[config.mk]
export PLATFORM = sky130hd
export DESIGN_NAME = fha_ctrl
export DESIGN_NICKNAME = d
export VERILOG_FILES = /design/src/rtl/core/fha_pkg.sv /design/src/rtl/core/fha_ctrl.sv
export SDC_FILE = /design/constraint.sdc
export NUM_CORES = 1
export LEC_CHECK = 0
export ABC_AREA = 1
export BUFFER_PORTS_ARGS = -buffer_cell sky130_fd_sc_hd__buf_2
export CORE_MARGIN = 1
export CORE_UTILIZATION = 42
export CTS_BUF_LIST = sky130_fd_sc_hd__clkbuf_8
export CTS_CLUSTER_DIAMETER = 100
export DETAILED_ROUTE_END_ITERATION = 7
export PLACE_DENSITY = 0.73
export SYNTH_ARGS = -nofsm -noshare
export SYNTH_HDL_FRONTEND = slang
export SYNTH_SLANG_ARGS = --single-unit
[constraint.sdc]
create_clock -name clk -period 1.3 [get_ports clk]
set_clock_uncertainty 0.2 [all_clocks]
set_input_delay 0.065 -clock clk [delete_from_list [all_inputs] [get_ports clk]]
set_output_delay 0.065 -clock clk [all_outputs]
set_load 0.02 [all_outputs]
[src/rtl/core/fha_pkg.sv]
// shared types and constants of the first-fit heap allocator
`default_nettype none
package fha_pkg;

	localparam int REQ_W    = 16;
	localparam int ADDR_W   = 16;
	localparam int GRANT_W  = 12;
	localparam int WASTE_W  = 13;

	localparam logic KIND_ALLOC = 1'b0;
	localparam logic KIND_FREE  = 1'b1;

	typedef enum logic [2:0] {
		ST_OK       = 3'd0,
		ST_ZERO     = 3'd1,
		ST_NO_FIT   = 3'd2,
		ST_OUTSIDE  = 3'd3,
		ST_DOUBLE   = 3'd4,
		ST_NO_BLOCK = 3'd5
	} status_t;

	// commands from controller to datapath
	typedef struct packed {
		logic load;
		logic look;
		logic pick;
		logic grant;
		logic mark;
		logic merge;
		logic rotate;
		logic out_load;
	} dp_cmd_t;

	// status from datapath to controller
	typedef struct packed {
		logic is_free_op;
		logic req_zero;
		logic addr_zero;
		logic addr_out;
		logic any;
		logic sel_free;
		logic pair_any;
		logic rot_last;
	} dp_stat_t;

endpackage
`default_nettype wire

[src/rtl/core/fha_ctrl.sv]
// sequencing state machine of the heap allocator
`default_nettype none
module fha_ctrl (
	input  wire logic              clk,
	input  wire logic              arst_n,
	input  wire logic              in_valid,
	output logic                   in_ready,
	output logic                   out_valid,
	input  wire logic              out_ready,
	output logic [2:0]             status,
	output fha_pkg::dp_cmd_t       cmd,
	input  wire fha_pkg::dp_stat_t stat
);

	typedef enum logic [2:0] {
		S_IDLE,
		S_LOOK,
		S_PICK,
		S_APPLY,
		S_MERGE,
		S_STATS,
		S_DONE
	} state_t;

	state_t            state_q;
	fha_pkg::status_t  status_q;
	logic              out_free;

	assign in_ready = (state_q == S_IDLE);
	assign out_free = !out_valid || out_ready;

	always_comb begin
		cmd = '0;
		case (state_q)
			S_IDLE:  cmd.load = in_valid;
			S_LOOK:  cmd.look = 1'b1;
			S_PICK:  cmd.pick = 1'b1;
			S_APPLY: begin
				if (!stat.is_free_op) begin
					cmd.grant = !stat.req_zero && stat.any;
				end else begin
					cmd.mark = !stat.addr_zero && !stat.addr_out && stat.any && !stat.sel_free;
				end
			end
			S_MERGE: cmd.merge = 1'b1;
			S_STATS: cmd.rotate = 1'b1;
			S_DONE:  cmd.out_load = out_free;
			default: cmd = '0;
		endcase
	end

	always_ff @(posedge clk or negedge arst_n) begin
		if (!arst_n) begin
			state_q   <= S_IDLE;
			status_q  <= fha_pkg::ST_OK;
			out_valid <= 1'b0;
			status    <= '0;
		end else begin
			// result word: load a new one or drop the one taken
			if ((state_q == S_DONE) && out_free) begin
				out_valid <= 1'b1;
			end else if (out_ready) begin
				out_valid <= 1'b0;
			end
			case (state_q)
				S_IDLE: begin
					if (in_valid) begin
						state_q <= S_LOOK;
					end
				end
				S_LOOK: state_q <= S_PICK;
				S_PICK: state_q <= S_APPLY;
				S_APPLY: begin
					state_q <= S_STATS;
					if (!stat.is_free_op) begin
						if (stat.req_zero) begin
							status_q <= fha_pkg::ST_ZERO;
						end else if (!stat.any) begin
							status_q <= fha_pkg::ST_NO_FIT;
						end else begin
							status_q <= fha_pkg::ST_OK;
						end
					end else begin
						if (stat.addr_zero) begin
							status_q <= fha_pkg::ST_ZERO;
						end else if (stat.addr_out) begin
							status_q <= fha_pkg::ST_OUTSIDE;
						end else if (!stat.any) begin
							status_q <= fha_pkg::ST_NO_BLOCK;
						end else if (stat.sel_free) begin
							status_q <= fha_pkg::ST_DOUBLE;
						end else begin
							status_q <= fha_pkg::ST_OK;
							state_q  <= S_MERGE;
						end
					end
				end
				S_MERGE: begin
					if (!stat.pair_any) begin
						state_q <= S_STATS;
					end
				end
				S_STATS: begin
					if (stat.rot_last) begin
						state_q <= S_DONE;
					end
				end
				S_DONE: begin
					if (out_free) begin
						status    <= status_q;
						state_q   <= S_IDLE;
					end
				end
				default: state_q <= S_IDLE;
			endcase
		end
	end

endmodule
`default_nettype wire

==> results.toml, run 1 <==
[outcome]
outcome = "complete, but fails checks"
violations = "negative hold slack, negative setup slack"

[detailed_routing]
drt_first_pass_iters = 4
dr_total_vias = 748
drt-vias-per-instance = 5.42
wl_per_cell_um = 16.5
drc_errors = 0
antenna_left = 0
detail_route.iter0.violations = 22
drt-total-wl_um = 2280

[worst_setup_path]
rr_worst_depth = 7
start_kind = "flop"
timing.critical_path.required_ps = 1030
worstSetupPathType = "flop to output pin"
crit_fanout = 5
endpoint_kind = "output pin"
critPathArrivalTime_ps = 1260

[floorplanning]
design.core.area_um2 = 1170
floorplan.initialDensity_pct = 47.6
floorplan.die.height_um = 38.5
chipWidth_um = 38.5
floorplan.die_area_um2 = 1480
io_pins = 25
placement_rows = 12

[pwr]
p_leak_nw = 0.565
pwr-share-clk_pct = 16.1
internal_power_w = 0.00136
total_power_w = 0.00249
net-switching-power_w = 0.00113
switching_share_pct = 45.4
power.ir.vdd_worst_mv = 1.31
p_comb_share_pct = 58.8
sequentialPowerShare_pct = 25.2
pwr_density_cell_nw_per_um2 = 2400

[timing]
hold-worst-slack_ps = -44.3
finalWorstSetupSlack_ps = -226
finalSetupViolations = 18
setup_repair_after_global_routing_missed_its_margin = "true"
timing.slew.headroom_pct = 78.8
drv_slew = 0
crit_share_post_route_pct = 117
worstMarginPinSlew_ps = 317
fmaxAchievable_mhz = 655
number_of_hold_violations_in_the_final_report = 2
final_period_minus_worst_setup_slack_ps = 1530

[synthesis]
yosysSeqAreaShare_pct = 44.8
syn-instance-count = 81
yosys-top-cells-area = "dfrtp_1 (45%), nand2_1 (15%), inv_1 (8.1%), nor2_1 (6.7%), o21ai_0 (5.4%)"
yosys.cell_count.top_type = "nand2_1"
yosys_most_used_dff = "dfrtp_1"
top_cells_by_instance_count_after_synthesis = "nand2_1 (23), inv_1 (12), dfrtp_1 (10), nor2_1 (10), o21ai_0 (6)"
synth.cell_area_um2 = 558
synth_nets = 93
ys_ff_latch = 10
unique_cell_type_count_in_the_yosys_netlist = 16
synth.top_cell.area_share_pct = 44.8
synth.yosys.warnings = 0
number_of_synthesized_flops_with_an_enable_pin = 0
syn-mean-instance-area_um2 = 6.89
post-synth-top-area-cell = "dfrtp_1"
postSynth.asyncResetShare_pct = 100

[place]
place.gp.congestion = 0.809
placed_cell_area_um2 = 732
place.port_buffers = 24
detailedPlacementHpwl_um = 962

[grt]
grt_start_max_net_pins = 11
antenna_found_initial = 0
via_count_of_the_first_global_routing_pass = 573
overflow = 0
grt.total_usage_pct = 24.8
grt_pass1_wl_um = 2390

[final_layout]
nNetsFinal = 137
fraction_of_final_layout_cells_sized_beyond_drive_strength_1_pct = 56.5
multi_input_comb_area_um2 = 352
area.growth.synth_to_final_pct = 85.9
antennaDiodeCount = 0
ff_latch_area_um2 = 254
fillCellCount = 59
design_area_um2 = 1040

[worst_hold_path]
holdCritPathClass = "input pin to flop"
worstHoldPathCells = 4

[clock_network]
tritoncts_clock_tree = "built"
cts_htree_levels = 1
clock_tree.root_cell = "clkbuf_8"
cts-buffers-inserted = 3
worst_setup_hold_path_clk_slew_ps = 50
clock_path_buffers = 2
clock_sink_count = 10
cts.hold.buffers_added = 4
clk-insertion-delay-late_ps = 240

[job]
max_cap_viol_count = 0
## cell families (layout without fill, tap and decap cells)
group / count (synthesis) / after routing / share of synthesized area (%)
buffers and inverters: 15 / 58 / 10.3
AOI/OAI and AO/OA: 9 / 9 / 8.74
DFF: 10 / 10 / 44.8
and+or+nand+nor: 47 / 47 / 36.1
## cells in the final DEF, fill, tap and decap left out
| cell type | instances |
|---|---|
| o21ai_1 | 3 |
| inv_4 | 1 |
| or2_2 | 1 |
| buf_4 | 11 |
| dlygate4sd3_1 | 4 |
| nand4_1 | 1 |
| nand3_1 | 3 |
| clkbuf_8 | 4 |
| nand3_2 | 1 |
| inv_1 | 10 |
| inv_2 | 3 |
| buf_6 | 9 |
| dfrtp_2 | 3 |
| o31ai_1 | 1 |
| o22ai_1 | 1 |
| nor2_4 | 3 |
| dfrtp_1 | 7 |
| nand3_4 | 1 |
| o21ai_2 | 1 |
| nor2_1 | 8 |
| nand2_1 | 13 |
| buf_2 | 16 |
| nor2_2 | 1 |
| nand2_2 | 8 |
| o21ai_0 | 3 |
| nand2_4 | 4 |
| nor3_2 | 3 |
## cell type report
cell class                 instances  share of cell area (%)
timing repair buffer              40                    29.3
multi-input combinational         56                    33.9
clock buffer                       4                    5.31
sequential                        10                    24.5
inverter                          14                    5.31
tap                               14                    1.69
## critical path: stages, from the launching register on
cell	delay, ps
dfrtp_2	470
buf_6	150
nor2_4	130
nand2_2	80
inv_2	80
buf_6	120
## flip-flops by register name, summed over array words and instances (netlist names)
signal,flops
state_q,3
status,3
status_q,3
out_valid,1
## layer usage
layer	part of all wire [%]	wire, µm	up-vias	track usage, %
met2	55	1250	55	43.2
met5	0	0	-	0
met3	7.5	170	13	4.65
li1	-	-	338	-
met1	33	747	342	25.6
met4	4.8	109	0	19.8
## power by group through the flow
stage	logic, W	clock network [W]	registers, W
global route	0.00156	0.000407	0.000640
global placement	0.000865	0	0.000554
finish	0.00146	0.000400	0.000627
detailed placement	0.000877	0	0.000560
floorplan	0.000549	0	0.000587
CTS	0.00108	0.000393	0.000568
## path summary, 6_finish.rpt
check,startpoint,end,slack [ps]
setup / recovery,state_q[0],cmd[0],-230
hold / removal,out_ready,out_valid,-40
setup reg to reg,state_q[0],state_q[0],-130
hold reg to reg,status[2],status[2],310
max in group asynchronous,arst_n,state_q[1],670
min in group asynchronous,arst_n,out_valid,20
## metrics by stage
stage | instances | util (%) | setup TNS, ps | setup WS, ps
6_report | 138 | 88.6 | -2140 | -226
5_1_grt | 138 | 88.6 | -2980 | -265
4_1_cts | 133 | 78.1 | -1070 | -158
3_5_place_dp | 122 | 62.5 | -1.93 | -1.93
3_3_place_gp | 122 | 62.5 | 0 | 6.65
2_1_floorplan | 81 | - | 0 | 5.81
## timing repair
action                                  in CTS  in global routing
buffers inserted                             3                  5
endpoints found under the hold margin       15                  2
pin swaps                                    2                  7
endpoints found under the setup margin      11                 15
gates resized for setup                     23                 26
Note: power is estimated with default switching activity, not from simulation.
==> run 2: changes to the inputs <==
BUFFER_PORTS_ARGS = unset   (was -buffer_cell sky130_fd_sc_hd__buf_2)
CORE_AREA = 2 2 39 41   (was unset)
CORE_MARGIN = unset   (was 1)
CORE_UTILIZATION = unset   (was 42)
DIE_AREA = 0 0 41 43   (was unset)
DONT_BUFFER_PORTS = 1   (was unset)
PLACE_DENSITY = 0.54   (was 0.73)
clock period = 1.9 ns   (was 1.3 ns; I/O delays follow)
==> results.toml, run 2 (synthesis results as in run 1) <==
[final_layout]
fillCellCount = 132
antennaDiodeCount = 0
layout_commonest_cell = "nand2_1"
multi_input_comb_area_um2 = 255
area.growth.synth_to_final_pct = 33.0
mostFrequentLayoutCells = "nand2_1 (23), inv_1 (12), nor2_1 (10), dlygate4sd3_1 (10), dfrtp_1 (10)"
fraction_of_final_layout_cells_sized_beyond_drive_strength_1_pct = 14.6
final_core_util_pct = 53.6
largestRegisters = "state_q x3, status x3, status_q x3"
nNetsFinal = 110
ff_latch_area_um2 = 250

[timing]
crit_share_post_route_pct = 94.8
worstMarginPinSlew_ps = 460
finalSetupViolations = 0
setup_repair_after_global_routing_missed_its_margin = "false"
fmaxAchievable_mhz = 555
final_period_minus_worst_setup_slack_ps = 1800
number_of_hold_violations_in_the_final_report = 0
final_sum_of_negative_setup_slack_ps = 0
drv_slew = 0
timing.slew.headroom_pct = 69.3

[clock_network]
tritoncts_clock_tree = "built"
cts-buffers-inserted = 3
clock_tree.root_cell = "clkbuf_8"
clock_path_buffers = 2
cts_htree_levels = 1
worst_setup_hold_path_clk_slew_ps = 40
clock_sink_count = 10
clk-insertion-delay-late_ps = 230

[worst_setup_path]
crit_path_start = "stat[6]"
crit_chain = "dlygate4sd3_1 > or2_2 > o21ai_0 > dlygate4sd3_1 > nand2_1 > o21ai_1"
r2r_end = "status_q[2]"
regToRegSetupSlack_ps = 140
crit_fanout = 3
worstSetupPathType = "input pin to flop"
timing.critical_path.required_ps = 1850
timing.critical_path.mode_cell = "dlygate4sd3_1"
crit-reg2reg-launch = "state_q[2]"
endpoint_kind = "flop"
critPathMaxStageDelay_ps = 570
setup.worst_path.end = "status_q[1]"
critPathArrivalTime_ps = 1760
timing.critical_path.slowest_stage_cell = "dlygate4sd3_1"
start_kind = "input pin"
rr_worst_depth = 4

[place]
place.port_buffers = 0
detailedPlacementHpwl_um = 837
place.gp.congestion = 0.774

[pwr]
pwr-share-clk_pct = 19.2
net-switching-power_w = 0.000492
p_leak_nw = 0.398
switching_share_pct = 45.3
power.ir.vdd_worst_mv = 0.693
sequentialPowerShare_pct = 40.5
p_comb_share_pct = 40.3
internal_power_w = 0.000594
pwr_density_cell_nw_per_um2 = 1460

[grt]
antenna_found_initial = 0
grt_pass1_wl_um = 1860
grt_start_max_net_pins = 11
overflow = 0
grt.total_usage_pct = 15.6
via_count_of_the_first_global_routing_pass = 465

[outcome]
outcome = "finished clean"

[floorplanning]
chipWidth_um = 41
design.core.area_um2 = 1380
placement_rows = 14
floorplan.initialDensity_pct = 40.3
io_pins = 25
floorplan.die_area_um2 = 1760
floorplan.die.height_um = 43

[detailed_routing]
antenna_left = 0
drt-vias-per-instance = 4.75
drt-total-wl_um = 1120
detail_route.iter0.violations = 10
dr_total_vias = 532
drc_errors = 0
drt_first_pass_iters = 4
wl_per_cell_um = 10.0

[job]
max_cap_viol_count = 0

[worst_hold_path]
holdCritPathClass = "input pin to flop"
-- run 2: repair_timing --
item                                   in CTS  in global routing
gates resized for setup                     0                  1
buffers inserted                            0                  0
hold buffers                               10                  0
setup endpoints to repair                   0                  1
endpoints found under the hold margin      17                  0
-- run 2: worst max-delay path, delay by kind of cell --
kind,cells,cell delay [ps]
AO/OA/AOI/OAI,2,220
AND/OR/NAND/NOR,2,340
buffers and inverters,2,1100
-- run 2: how the worst min path moves through the flow --
stage                       start           to  slack [ps]  depth (start not counted)
after CTS                 stat[7]  status_q[0]          20                          3
after floorplan            arst_n    out_valid        -400                          0
after global placement     arst_n    status[1]        -400                          0
after detailed placement   arst_n    status[0]        -400                          0
final                     stat[7]  status_q[0]          20                          3
after global routing      stat[7]  status_q[0]          60                          3
-- run 2: routing by layer --
layer / up-vias / share of wire, % / global-route usage (%)
met5: - / 0 / 0
met4: 0 / 1.1 / 10.0
met3: 2 / 6.8 / 1.57
met2: 22 / 45 / 21.9
met1: 224 / 47 / 21.7
li1: 284 / - / -
-- run 2: cell type report --
class                           instances  share of cell area (%)
Tap cell                               16                    2.70
Inverter                               14                    7.08
Timing Repair Buffer                   13                    16.5
Clock buffer                            3                    5.56
Sequential cell                        10                    33.7
Multi-Input combinational cell         56                    34.4
-- run 2: through the flow --
step           hold slack, ps  cells  setup WS, ps  area [µm²]  power (W)
2_1_floorplan            -401     81           421         558   0.000771
3_3_place_gp             -400     99           514         596   0.000844
3_5_place_dp             -400     99           501         596   0.000845
4_1_cts                  17.4    112          75.1         737    0.00110
5_1_grt                  64.9    112          2.52         742    0.00120
6_report                 16.5    112          97.9         742    0.00109
-- run 2: power by group through the flow --
| stage | clock [W] | combinational, W | sequential (W) |
|---|---|---|---|
| 2_1_floorplan | 0 | 0.000371 | 0.000400 |
| 3_3_place_gp | 0 | 0.000409 | 0.000435 |
| 3_5_place_dp | 0 | 0.000404 | 0.000441 |
| 4_1_cts | 0.000220 | 0.000441 | 0.000436 |
| 5_1_grt | 0.000232 | 0.000505 | 0.000459 |
| 6_report | 0.000209 | 0.000438 | 0.000439 |
==> run 3: changes to the inputs <==
--- a/config.mk
+++ b/config.mk
@@ -13,4 +13,5 @@
 export DIE_AREA = 0 0 41 43
 export DONT_BUFFER_PORTS = 1
+export HOLD_SLACK_MARGIN = 0.02
 export PLACE_DENSITY = 0.54
 export SYNTH_ARGS = -nofsm -noshare
==> constraint.sdc (replaced) <==
create_clock -name clk -period 1.9 [get_ports clk]
set_clock_uncertainty 0.2 [all_clocks]
set_input_delay 0.285 -clock clk [delete_from_list [all_inputs] [get_ports clk]]
set_output_delay 0.285 -clock clk [all_outputs]
set_load 0.02 [all_outputs]
==> results.toml, run 3 (synthesis results as in run 1) <==
[worst_hold_path]
worst_hold_startpoint = "out_ready"
holdCritPathClass = "input pin to flop"

[final_layout]
antennaDiodeCount = 0
mostFrequentLayoutCells = "nand2_1 (23), inv_1 (12), nor2_1 (10), dfrtp_1 (10), o21ai_0 (6)"
largestRegisters = "state_q x3, status x3, status_q x3"
final_core_util_pct = 48.1
final-instance-count-excl-fill = 104
area.growth.synth_to_final_pct = 19.3
fillCellCount = 149
ff_latch_area_um2 = 250
multi_input_comb_area_um2 = 255
nNetsFinal = 101
fraction_of_final_layout_cells_sized_beyond_drive_strength_1_pct = 17.0
layout_commonest_cell = "nand2_1"

[pwr]
pwr_density_cell_nw_per_um2 = 1670
power.ir.vdd_worst_mv = 0.696
p_leak_nw = 0.366

[clock_network]
clock_path_buffers = 2
tritoncts_clock_tree = "built"
cts_htree_levels = 1
clock_tree.root_cell = "clkbuf_8"
clock_sink_count = 10
worst_setup_hold_path_clk_slew_ps = 50
clk-insertion-delay-late_ps = 230
post_cts.repair.setup_buffers = 0
cts-buffers-inserted = 3

[detailed_routing]
drc_errors = 0
drt-vias-per-instance = 4.66
wl_per_cell_um = 9.96
detail_route.iter0.violations = 4
drt_first_pass_iters = 4
drt-total-wl_um = 1040
antenna_left = 0
dr_total_vias = 485

[worst_setup_path]
crit_path_start = "state_q[0]"
regToRegSetupSlack_ps = 480
critPathArrivalTime_ps = 1290
crit_fanout = 9
timing.critical_path.required_ps = 1410
worstSetupPathType = "flop to output pin"
start_kind = "flop"
endpoint_kind = "output pin"
crit-reg2reg-launch = "out_valid"

[floorplanning]
floorplan.die.height_um = 43
floorplan.initialDensity_pct = 40.3
placement_rows = 14
chipWidth_um = 41
design.core.area_um2 = 1380
io_pins = 25
floorplan.die_area_um2 = 1760

[grt]
via_count_of_the_first_global_routing_pass = 430
antenna_found_initial = 0
grt_pass1_wl_um = 1610
overflow = 0
grt.total_usage_pct = 13.7
grt_start_max_net_pins = 11

[timing]
drv_slew = 0
fmaxAchievable_mhz = 563
crit_share_post_route_pct = 93.5
worstMarginPinSlew_ps = 448
final_period_minus_worst_setup_slack_ps = 1780
finalSetupViolations = 0
finalWorstSetupSlack_ps = 123
setup_repair_after_global_routing_missed_its_margin = "false"
final_sum_of_negative_setup_slack_ps = 0
timing.slew.headroom_pct = 70.0
number_of_hold_violations_in_the_final_report = 0

[place]
place.port_buffers = 0
detailedPlacementHpwl_um = 827
place.gp.congestion = 0.737
placedCellCount = 99
detailedPlace.worstSlack_ps = 315

[outcome]
outcome = "finished clean"

[job]
max_cap_viol_count = 0
-- run 3: routing by layer --
layer	wire length [µm]	share of wire [%]	GRT usage [%]	up-vias
met5	0	0	0	-
met4	0	0	10.0	0
met3	64	6.2	0	0
met2	458	44	19.4	20
met1	513	50	19.1	200
li1	-	-	-	265
-- run 3: report_power, final --
part	total (W)	internal [W]	leakage (nW)	switching [W]
logic	0.000408	0.000126	0.208	0.000283
clock network	0.000260	0.000182	0.0288	0.0000783
registers	0.000440	0.000308	0.129	0.000133
-- run 3: what timing repair did --
item / in CTS / in global routing
hold endpoints to repair: 10 / 0
setup endpoints to repair: 0 / 1
hold buffers: 1 / 0
gates resized for setup: 0 / 1
-- run 3: cell type report --
| cell class | instances | area share [%] |
|---|---|---|
| clock buffers | 4 | 8.27 |
| inverters | 14 | 7.89 |
| multi-input cells | 56 | 38.3 |
| flip-flops and latches | 10 | 37.6 |
| well taps | 16 | 3.01 |
| repair buffers | 4 | 4.89 |
-- run 3: worst max-delay path, cell delays in order, from the launching register on --
cell and delay, ps:
dfrtp_1 470, nor2_1 190, nand2_1 90, nor2_1 310
-- run 3: path summary, 6_finish.rpt --
| check | to | depth (start not counted) |
|---|---|---|
| setup / recovery | cmd[7] | 3 |
| hold / removal | out_valid | 3 |
| setup reg to reg | status[2] | 7 |
| hold reg to reg | status[2] | 2 |
| max in group asynchronous | status_q[1] | 1 |
| min in group asynchronous | status[2] | 1 |
-- run 3: per-stage QoR --
stage / area [µm²] / total power [W] / hold WS (ps)
3_5_place_dp: 596 / 0.000843 / -210
3_3_place_gp: 596 / 0.000841 / -210
6_report: 666 / 0.00111 / 56.1
2_1_floorplan: 558 / 0.000771 / -211
4_1_cts: 661 / 0.00112 / 49.7
5_1_grt: 666 / 0.00121 / 67.7
